--- config.mk ---
export PLATFORM = sky130hd
export DESIGN_NAME = plb_ctrl
export DESIGN_NICKNAME = d
export VERILOG_FILES = /design/src/plb_pkg.sv /design/src/plb_ctrl.sv
export SDC_FILE = /design/constraint.sdc
export NUM_CORES = 1
export LEC_CHECK = 0
export BUFFER_PORTS_ARGS = -buffer_cell sky130_fd_sc_hd__buf_2
export CELL_PAD_IN_SITES_DETAIL_PLACEMENT = 0
export CELL_PAD_IN_SITES_GLOBAL_PLACEMENT = 2
export CORE_ASPECT_RATIO = 1.75
export CORE_MARGIN = 2
export CORE_UTILIZATION = 22
export DETAILED_ROUTE_END_ITERATION = 10
export PLACE_DENSITY_LB_ADDON = 0.2
export SLEW_MARGIN = 15
export SYNTH_ARGS = -nofsm -noshare
export SYNTH_HDL_FRONTEND = slang
export SYNTH_SLANG_ARGS = --single-unit
export TNS_END_PERCENT = 30
--- constraint.sdc ---
create_clock -name clk -period 1.6 [get_ports clk]
set_input_delay 0.16 -clock clk [delete_from_list [all_inputs] [get_ports clk]]
set_output_delay 0.16 -clock clk [all_outputs]
set_load 0.005 [all_outputs]
--- src/plb_pkg.sv ---
// ----------------------------------------------------------------------------
// plb_pkg
// Types, codes and widths shared by the page buffer manager modules.
// ----------------------------------------------------------------------------
package plb_pkg;

	localparam int HANDLE_BITS = 16;
	localparam int PAGE_BITS   = 40;
	localparam int PIN_BITS    = 8;
	localparam logic [PIN_BITS-1:0] PIN_MAX = '1;

	// request commands
	localparam logic [2:0] CMD_LOAD  = 3'd0;
	localparam logic [2:0] CMD_REF   = 3'd1;
	localparam logic [2:0] CMD_TOUCH = 3'd2;
	localparam logic [2:0] CMD_REL   = 3'd3;
	localparam logic [2:0] CMD_SWAP  = 3'd4;
	localparam logic [2:0] CMD_FLUSH = 3'd5;
	localparam logic [2:0] CMD_PURGE = 3'd6;
	localparam logic [2:0] CMD_TRUNC = 3'd7;

	// result actions and status
	localparam logic [1:0] ACT_DONE = 2'd0;
	localparam logic [1:0] ACT_WB   = 2'd1;
	localparam logic [1:0] ACT_READ = 2'd2;
	localparam logic [1:0] ST_OK    = 2'd0;
	localparam logic [1:0] ST_FULL  = 2'd1;
	localparam logic [1:0] ST_BAD   = 2'd2;

	// slot table read select
	localparam logic [2:0] SEL_IDX   = 3'd0;
	localparam logic [2:0] SEL_A     = 3'd1;
	localparam logic [2:0] SEL_B     = 3'd2;
	localparam logic [2:0] SEL_FOUND = 3'd3;
	localparam logic [2:0] SEL_VIC   = 3'd4;

	// slot table write operations, applied at the selected slot
	localparam logic [2:0] WR_NONE    = 3'd0;
	localparam logic [2:0] WR_PIN_INC = 3'd1;
	localparam logic [2:0] WR_TOUCH   = 3'd2;
	localparam logic [2:0] WR_RELEASE = 3'd3;
	localparam logic [2:0] WR_FILL    = 3'd4;
	localparam logic [2:0] WR_SWAP    = 3'd5;
	localparam logic [2:0] WR_CLEAN   = 3'd6;
	localparam logic [2:0] WR_EVICT   = 3'd7;

	// result kinds
	localparam logic [2:0] EM_HIT  = 3'd0;
	localparam logic [2:0] EM_FULL = 3'd1;
	localparam logic [2:0] EM_SLOT = 3'd2;
	localparam logic [2:0] EM_BAD  = 3'd3;
	localparam logic [2:0] EM_HDL  = 3'd4;
	localparam logic [2:0] EM_WB   = 3'd5;
	localparam logic [2:0] EM_READ = 3'd6;

	typedef struct packed {
		logic [2:0]             cmd;
		logic [HANDLE_BITS-1:0] file_handle;
		logic [PAGE_BITS-1:0]   page_number;
		logic [4:0]             slot;
		logic [4:0]             other_slot;
		logic                   mark_dirty;
	} req_t;

	typedef struct packed {
		logic [1:0]             action;
		logic [4:0]             slot_res;
		logic [HANDLE_BITS-1:0] file_handle_res;
		logic [PAGE_BITS-1:0]   page_number_res;
		logic                   hit;
		logic [1:0]             status;
		logic                   last;
	} res_t;

	typedef struct packed {
		logic       take_req;
		logic       idx_inc;
		logic       scan_step;
		logic       rank_bump;
		logic       tmp_load;
		logic [2:0] rsel;
		logic [2:0] wr_op;
		logic       emit;
		logic [2:0] emit_kind;
	} ctrl_cmd_t;

	typedef struct packed {
		logic [2:0] cmd;
		logic       bad;
		logic       found_v;
		logic       vic_v;
		logic       wb_need;
		logic       walk_sel;
		logic       idx_last;
		logic       can_emit;
	} dp_stat_t;

endpackage

--- src/plb_ctrl.sv ---
// ----------------------------------------------------------------------------
// plb_ctrl
// Command sequencer: decodes a request and steps the datapath through it.
// ----------------------------------------------------------------------------
module plb_ctrl (
	input  logic               clk,
	input  logic               arst_n,
	input  logic               req_valid,
	output logic               busy,
	input  plb_pkg::dp_stat_t  stat,
	output plb_pkg::ctrl_cmd_t cmd_out
);

	localparam logic [3:0] S_IDLE  = 4'd0;
	localparam logic [3:0] S_DEC   = 4'd1;
	localparam logic [3:0] S_SCAN  = 4'd2;
	localparam logic [3:0] S_LDEC  = 4'd3;
	localparam logic [3:0] S_LEV   = 4'd4;
	localparam logic [3:0] S_LFILL = 4'd5;
	localparam logic [3:0] S_SW1   = 4'd6;
	localparam logic [3:0] S_SW2   = 4'd7;
	localparam logic [3:0] S_SW3   = 4'd8;
	localparam logic [3:0] S_WALK  = 4'd9;
	localparam logic [3:0] S_WDONE = 4'd10;

	logic [3:0] state_q;
	logic [3:0] state_nx;
	logic       wb;

	assign busy = (state_q != S_IDLE);

	always_comb begin
		cmd_out  = '0;
		cmd_out.rsel  = plb_pkg::SEL_IDX;
		cmd_out.wr_op = plb_pkg::WR_NONE;
		state_nx = state_q;
		wb       = 1'b0;
		unique case (state_q)
			S_IDLE: begin
				if (req_valid) begin
					cmd_out.take_req = 1'b1;
					state_nx = S_DEC;
				end
			end
			S_DEC: begin
				cmd_out.rsel = plb_pkg::SEL_A;
				unique case (stat.cmd) inside
					plb_pkg::CMD_LOAD: state_nx = S_SCAN;
					plb_pkg::CMD_FLUSH, plb_pkg::CMD_PURGE, plb_pkg::CMD_TRUNC:
						state_nx = S_WALK;
					default: begin
						if (stat.bad) begin
							cmd_out.emit      = 1'b1;
							cmd_out.emit_kind = plb_pkg::EM_BAD;
							if (stat.can_emit)
								state_nx = S_IDLE;
						end else if (stat.cmd == plb_pkg::CMD_SWAP) begin
							state_nx = S_SW1;
						end else begin
							cmd_out.emit      = 1'b1;
							cmd_out.emit_kind = plb_pkg::EM_SLOT;
							if (stat.can_emit) begin
								unique case (stat.cmd)
									plb_pkg::CMD_REF:   cmd_out.wr_op = plb_pkg::WR_PIN_INC;
									plb_pkg::CMD_TOUCH: cmd_out.wr_op = plb_pkg::WR_TOUCH;
									default:            cmd_out.wr_op = plb_pkg::WR_RELEASE;
								endcase
								state_nx = S_IDLE;
							end
						end
					end
				endcase
			end
			S_SCAN: begin
				cmd_out.scan_step = 1'b1;
				cmd_out.idx_inc   = 1'b1;
				if (stat.idx_last)
					state_nx = S_LDEC;
			end
			S_LDEC: begin
				cmd_out.rsel = plb_pkg::SEL_FOUND;
				if (stat.found_v) begin
					cmd_out.emit      = 1'b1;
					cmd_out.emit_kind = plb_pkg::EM_HIT;
					if (stat.can_emit) begin
						cmd_out.wr_op = plb_pkg::WR_PIN_INC;
						state_nx = S_IDLE;
					end
				end else if (!stat.vic_v) begin
					cmd_out.emit      = 1'b1;
					cmd_out.emit_kind = plb_pkg::EM_FULL;
					if (stat.can_emit)
						state_nx = S_IDLE;
				end else begin
					cmd_out.rank_bump = 1'b1;
					state_nx = S_LEV;
				end
			end
			S_LEV: begin
				cmd_out.rsel = plb_pkg::SEL_VIC;
				if (stat.wb_need) begin
					cmd_out.emit      = 1'b1;
					cmd_out.emit_kind = plb_pkg::EM_WB;
				end
				if (!stat.wb_need || stat.can_emit)
					state_nx = S_LFILL;
			end
			S_LFILL: begin
				cmd_out.rsel      = plb_pkg::SEL_VIC;
				cmd_out.emit      = 1'b1;
				cmd_out.emit_kind = plb_pkg::EM_READ;
				if (stat.can_emit) begin
					cmd_out.wr_op = plb_pkg::WR_FILL;
					state_nx = S_IDLE;
				end
			end
			S_SW1: begin
				cmd_out.rsel     = plb_pkg::SEL_A;
				cmd_out.tmp_load = 1'b1;
				state_nx = S_SW2;
			end
			S_SW2: begin
				cmd_out.rsel     = plb_pkg::SEL_B;
				cmd_out.tmp_load = 1'b1;
				cmd_out.wr_op    = plb_pkg::WR_SWAP;
				state_nx = S_SW3;
			end
			S_SW3: begin
				cmd_out.rsel      = plb_pkg::SEL_A;
				cmd_out.emit      = 1'b1;
				cmd_out.emit_kind = plb_pkg::EM_SLOT;
				if (stat.can_emit) begin
					cmd_out.wr_op = plb_pkg::WR_SWAP;
					state_nx = S_IDLE;
				end
			end
			S_WALK: begin
				wb = stat.walk_sel && stat.wb_need;
				if (wb) begin
					cmd_out.emit      = 1'b1;
					cmd_out.emit_kind = plb_pkg::EM_WB;
				end
				if (!wb || stat.can_emit) begin
					if (stat.walk_sel)
						cmd_out.wr_op = (stat.cmd == plb_pkg::CMD_FLUSH) ?
							plb_pkg::WR_CLEAN : plb_pkg::WR_EVICT;
					cmd_out.idx_inc = 1'b1;
					if (stat.idx_last)
						state_nx = S_WDONE;
				end
			end
			S_WDONE: begin
				cmd_out.emit      = 1'b1;
				cmd_out.emit_kind = plb_pkg::EM_HDL;
				if (stat.can_emit)
					state_nx = S_IDLE;
			end
			default: state_nx = S_IDLE;
		endcase
	end

	always_ff @(posedge clk or negedge arst_n) begin
		if (!arst_n) begin
			state_q <= S_IDLE;
		end else begin
			state_q <= state_nx;
		end
	end

endmodule

==> results of run 1 <==
-- repair_timing --
action                                  4_1_cts  5_1_grt
cloned                                        0        0
hold buffers                                  1        0
endpoints found under the setup margin       16       17
gates resized for setup                      26       21
hold endpoints to repair                      4        0
buffers inserted                              7        2
pin swaps                                    11        5
-- worst min-delay path by stage --
stage	start	end	slack, ns	cells past startpoint
final	stat[1]	state_q[1]	0.18	2
after global routing	stat[1]	state_q[1]	0.19	2
after CTS	stat[1]	state_q[1]	0.18	2
after detailed placement	arst_n	state_q[3]	-0.02	1
after floorplan	arst_n	state_q[0]	-0.14	0
after global placement	arst_n	state_q[0]	-0.02	1
-- through the flow --
step | worst slack (ns) | cells
5_1_grt | -0.207 | 215
3_5_place_dp | -0.0305 | 202
2_1_floorplan | 0.0861 | 112
6_report | -0.123 | 215
3_3_place_gp | -0.0355 | 202
4_1_cts | -0.147 | 213
-- layer usage --
| metal | GRT usage (%) | up-vias | routed length, um |
|---|---|---|---|
| met2 | 31.4 | 22 | 1890 |
| li1 | - | 533 | - |
| met1 | 21.5 | 536 | 1250 |
| met3 | 2.64 | 10 | 85 |
| met4 | 8.92 | 0 | 137 |
| met5 | 0 | - | 0 |
-- synth_stat cells, types with 3 or more instances --
master and number:
nor2_1 16, nand2_1 9, o21ai_1 9, nand2b_1 6, buf_2 5, dfrtp_1 4
nor2b_1 4, a22oi_1 3, a31oi_1 3, nor3_1 3, nor3b_1 3, o21ai_0 3
-- power by group through the flow --
stage / Sequential (W) / Clock, W / Combinational (W)
2_1_floorplan: 0.000169 / 0 / 0.000871
3_3_place_gp: 0.000205 / 0 / 0.00158
3_5_place_dp: 0.000207 / 0 / 0.00156
4_1_cts: 0.000200 / 0.000228 / 0.00189
5_1_grt: 0.000213 / 0.000234 / 0.00228
6_report: 0.000208 / 0.000223 / 0.00211
-- cell type report --
type                    count  area (um2)
well taps                  45        56.3
inverters                   3        11.3
fillers                   359        1910
clock buffers               3        41.3
multi-input cells          95         722
repair buffers             65         482
flip-flops and latches      4         103
-- kinds of logic after synthesis --
logic type             synth area share, %
AO/OA/AOI/OAI                         37.8
buffers and inverters                 8.29
flip-flops                            13.3
multiplexers                          1.33
AND/OR/NAND/NOR                       39.3
==> impl_results.md, run 1 <==
* Reg-to-Reg Start: state_q[2]
* Largest area contributor in the netlist: dfrtp_1
* Worst setup path category: flip-flop to output pin
* EDFF count, synth at 0
* H-tree lvl count at 1
* Max reg flops at 4
* Via density at slightly above 5
* Final setup violation count at 8
* Fin crit share at 108%
* Boundary pin count at 29
* CP startpoint kind: flip-flop
* Biggest regs: state_q: 4 flops
* Cell Area, Placed at 1100 um2
* Leakage Power at between 0.6 and 0.7 nW
* Die footprint at 3930 um2
* Critical Path End Type: output pin
* Final core utilization at 42.5%
* Crit path time final at 1.72 ns
* R2R setup slack at -0.06 ns
* Chip width at 48.3 um
* N_diodes at 0
* Gpl congestion at 0.793
* Area grow syn2layout at 87.6%
* Largest net degree at the start of global routing at 11
* Synthesized flop and latch total at 4
* Slack of the critical path at -0.123 ns
* Most flop-heavy register: state_q
* Cell count after synthesis at 112
* Final wirelength at 3.36 mm
* Syn Std Cell Area at 754 um2
* CTS clk-pin slew, worst paths at 0.03 ns
* DRC viols at 0
* Nets at 185
* IO Port Bufs at 28
* Top cells by area, synth: dfrtp_1, nor2_1, o21ai_1
* Avg Cell Area, Syn at 6.74 um2
* CP Cell Sequence: buf_4 > buf_6 > nor3b_4 > o21ai_1 > buf_4 > o221ai_1 > buf_2
* Yosys warns at 0
* Flop pwr share at 8.2%
* CP most frequent cell: buf_4
* Rel. slew slack at 76.2%
* Post-Syn Nets at 125
* FF-to-FF End: state_q[0]
* Pwr dens at about 1800 nW/um2
* Hold crit path type: primary input to flip-flop
* CP startpoint: state_q[3]
* Drt first pass iters at 4
* Violated checks: negative setup slack
* Num CTS Buffers at 3
* Final TNS setup at -0.760 ns
* P_int at 0.00144 W
* FFs w/ async S/R, synth at 100%
* CP bufs+invs at 4
* Number of global-route vias before repair at 1087
* Worst slew pin tran at ~0.36 ns
* Via count at 1101
* Initial Utilization at between 20% and 30%
* CP arrival at 1.56 ns
* Die Y at 81.5 um
* Initial antenna violation count at 0
* Distinct cell type count after synthesis at 47
* Fmax at around 580 MHz
* Core ar. at 3330 um2
* ANT nets after route at 0
* Total power at 0.00254 W
* Clock tree from TritonCTS: done
* R2r worst-path depth at 5
* Max-cap viol count at 0
* Endpoints failing hold at 0
* First-pass GRT wire length at 5.20 mm
* Layout cells sized above 1 at 56.5%
* Crit path to: cmd_out[2]
* 1st-iter DRT viols at 17
* Total gr overflow at 0
* Sequential element share of the synthesized area at 13.3%
* Insertion delay to the later sink of the worst-skew pair at 0.22 ns
* Clock power share at 8.8%
* Sw Pwr at approximately 0.0011 W
* Commonest non-fill, non-tap cell in the layout: buf_2
* VDD IR max at 707 uV
* Clock Skew at 0.00177 ns
* Root Driver: clkbuf_8
* Detailed Place HPWL at 2.50 mm
* Top-area cell type share of the netlist area at a little over an eighth
* Status: complete, but fails checks
* Post-synth top flop: dfrtp_1
* Crit path depth at 7
* Most frequent cells in the layout: buf_2, buf_4, buf_6
* GRT Overall Usage at 18.6%
* Crit path max fanout at 7
* CTS max path bufs at 2
* FP Rows at 28
* Clock sink count at 4
* Wire per inst at about 16 um
* CP required at between 1 and 1.5 ns
* Min Hold Slack at 0.177 ns
* CP peak stage delay at around 0.43 ns
* RSZ-0062 raised after global routing: yes
* Switch share at between 40% and 50%
* Final Cell Area at between 1000 and 1500 um2
* CP max stage cell: dfrtp_2
* Combinational group share of total power at 83.0%
* Top delay family on crit path: buffers and inverters
* Final slew viol count at 0
No activity file was read; power rests on OpenSTA's default activity.
==> inputs of run 2 (changes only) <==
Settings changed: CORE_ASPECT_RATIO 1.75 to default, RECOVER_POWER from default to 25.
==> impl_results.md, run 2 (synthesis gave the netlist of run 1 again) <==
* Slack of the critical path at -0.169 ns (-0.0452 ns)
* CTS clk-pin slew, worst paths at 0.05 ns (+0.02 ns)
* Rel. slew slack at 79.2% (+3.0 points)
* Final Cell Area at 1390 um2 (-1.7%)
* IO Port Bufs at 28 (unchanged)
* Boundary pin count at 29 (unchanged)
* CP required at 1.44 ns (about the same)
* Detailed Place HPWL at 2.30 mm (-7.9%)
* Post-placement cell count at 200 (-0.99%)
* Min Hold Slack at 0.165 ns (-0.0115 ns)
* Switch share at 44.8% (+1.5 points)
* Nets at 188 (+1.6%)
* N_diodes at 0 (unchanged)
* Initial Utilization at 22.8% (+0.12 points)
* Die footprint at 3910 um2 (-0.48%)
* R2r worst-path depth at 5 (unchanged)
* FP Rows at 21 (-25%)
* Final setup violation count at 9 (+1)
* CP startpoint kind: flip-flop
* Critical Path End Type: output pin
* Root Driver: clkbuf_4
* Violated checks: negative setup slack
* Via count at 1123 (+2.0%)
* Final core utilization at 42.0% (-0.49 points)
* Combinational group share of total power at 85.3% (+2.3 points)
* Status: complete, but fails checks
* Total gr overflow at 0 (unchanged)
* Num CTS Buffers at 3 (unchanged)
* Die Y at 62.6 um (-23%)
* Clock Skew at 0.0113 ns (+0.00957 ns)
* Area grow syn2layout at 84.4%
* HP Start: stat[1]
* First-pass GRT wire length at 5.20 mm (unchanged)
* Leakage Power at 0.662 nW (+0.24%)
* Sw Pwr at 0.00106 W (-3.7%)
* Hold Crit Endpoint: state_q[1]
* Crit path time final at 1.77 ns (+0.0452 ns)
* Initial antenna violation count at 0 (unchanged)
* RSZ-0062 raised after global routing: yes
* Fin crit share at 111% (+2.8 points)
* Number of global-route vias before repair at 1063 (-2.2%)
* CTS max path bufs at 2 (unchanged)
* 1st-iter DRT viols at 43 (+26)
* Worst slew pin tran at 0.311 ns (-0.0449 ns)
* Layout cells sized above 1 at 52.6% (-3.9 points)
* Wire per inst at 15.0 um (-4.3%)
* VDD IR max at 430 uV (-39%)
* Final wirelength at 3.28 mm (-2.5%)
* Core ar. at 3310 um2 (-0.53%)
* Crit path max fanout at 4 (-3)
* Clock tree from TritonCTS: done
* Max reg flops at 4 (unchanged)
* H-tree lvl count at 1 (unchanged)
* Final std cells w/o fill at 219 (+1.9%)
* Clock sink count at 4 (unchanged)
* Gpl congestion at 0.819 (+3.3%)
* P_int at 0.00130 W (-9.5%)
* Largest net degree at the start of global routing at 12 (+1)
* Final slew viol count at 0 (unchanged)
* Flop pwr share at 9.1% (+0.9 points)
* Reg-to-Reg Start: state_q[2]
* Fmax at 565 MHz (-2.6%)
* ANT nets after route at 0 (unchanged)
* R2R setup slack at -0.12 ns (-0.06 ns)
* Clock power share at 5.6% (-3.2 points)
* Chip width at 62.6 um (+30%)
* Via density at 5.13 (+0.14%)
* DRC viols at 0 (unchanged)
* FF-to-FF End: state_q[0]
* Max-cap viol count at 0 (unchanged)
* GRT Overall Usage at 16.3% (-2.3 points)
* Cell Area, Placed at 1080 um2 (-1.9%)
* WHS Path Cells at 2 (unchanged)
* Pwr dens at 1700 nW/um2 (-5.4%)
* Hold crit path type: primary input to flip-flop
* Most frequent cells in the layout: buf_2, buf_4, buf_6
* Commonest non-fill, non-tap cell in the layout: buf_2
* Drt first pass iters at 4 (unchanged)
* CP arrival at 1.61 ns (+0.05 ns)
* Most flop-heavy register: state_q
* Insertion delay to the later sink of the worst-skew pair at 0.25 ns (+0.03 ns)
* Worst setup path category: flip-flop to output pin
* Endpoints failing hold at 0 (unchanged)
* Biggest regs: state_q: 4 flops
run 2: changes by cell type in the layout (fill, tap and decap cells not counted), moves of 3 or more:
cell / change
buf_4: +4
clkbuf_4: +3
clkbuf_8: -3
nor2_1: +4
nor2_2: -3
run 2: what timing repair did:
item	CTS	global route
hold endpoints to repair	4	0
hold buffers	1	0
setup endpoints to repair	11	15
gates resized for setup	18	22
buffers inserted	7	7
pin swaps	8	7
gates cloned	0	1
run 2: worst max path at each step:
stage / from / end / cells after the start
after floorplan: state_q[2] / state_q[0] / 5
after global placement: state_q[3] / cmd_out[0] / 5
after detailed placement: state_q[3] / cmd_out[0] / 5
after CTS: state_q[3] / cmd_out[0] / 5
after global routing: state_q[2] / cmd_out[4] / 6
final: state_q[2] / cmd_out[0] / 5
run 2: through the flow:
| stage | setup TNS (ns) | worst slack (ns) | total power, W |
|---|---|---|---|
| after floorplan | 0 | 0.0861 | 0.00104 |
| after global placement | 0 | 0.0185 | 0.00169 |
| after detailed placement | -0.00708 | -0.00708 | 0.00167 |
| after CTS | -1.11 | -0.154 | 0.00204 |
| after global routing | -1.71 | -0.210 | 0.00254 |
| final | -0.920 | -0.169 | 0.00236 |
run 2: per-layer routing:
| metal | vias up | track usage (%) | routed length, um | part of all wire [%] |
|---|---|---|---|---|
| met5 | - | 0 | 0 | 0 |
| met4 | 0 | 5.00 | 40 | 1.2 |
| met2 | 40 | 29.6 | 1690 | 52 |
| met1 | 535 | 20.1 | 1410 | 43 |
| li1 | 544 | - | - | - |
| met3 | 4 | 1.98 | 136 | 4.2 |
run 2: critical path: stages, from the launching register on:
cell	delay (ns)
dfrtp_1	0.42
or4b_4	0.57
nor3_2	0.13
a21oi_1	0.08
nand2_1	0.06
buf_2	0.10
run 2: cell type report:
type	count	area (um2)
Inverter	3	11.3
Fill cell	366	1920
Sequential cell	4	103
Tap cell	46	57.6
Clock buffer	3	22.5
Multi-Input combinational cell	95	707
Timing Repair Buffer	68	490
run 2: power groups by stage:
| stage | sequential [W] | clock [W] | combinational (W) |
|---|---|---|---|
| floorplan | 0.000169 | 0 | 0.000871 |
| global placement | 0.000190 | 0 | 0.00150 |
| CTS | 0.000199 | 0.000130 | 0.00171 |
| finish | 0.000214 | 0.000133 | 0.00202 |
| global route | 0.000220 | 0.000140 | 0.00218 |
| detailed placement | 0.000192 | 0 | 0.00148 |
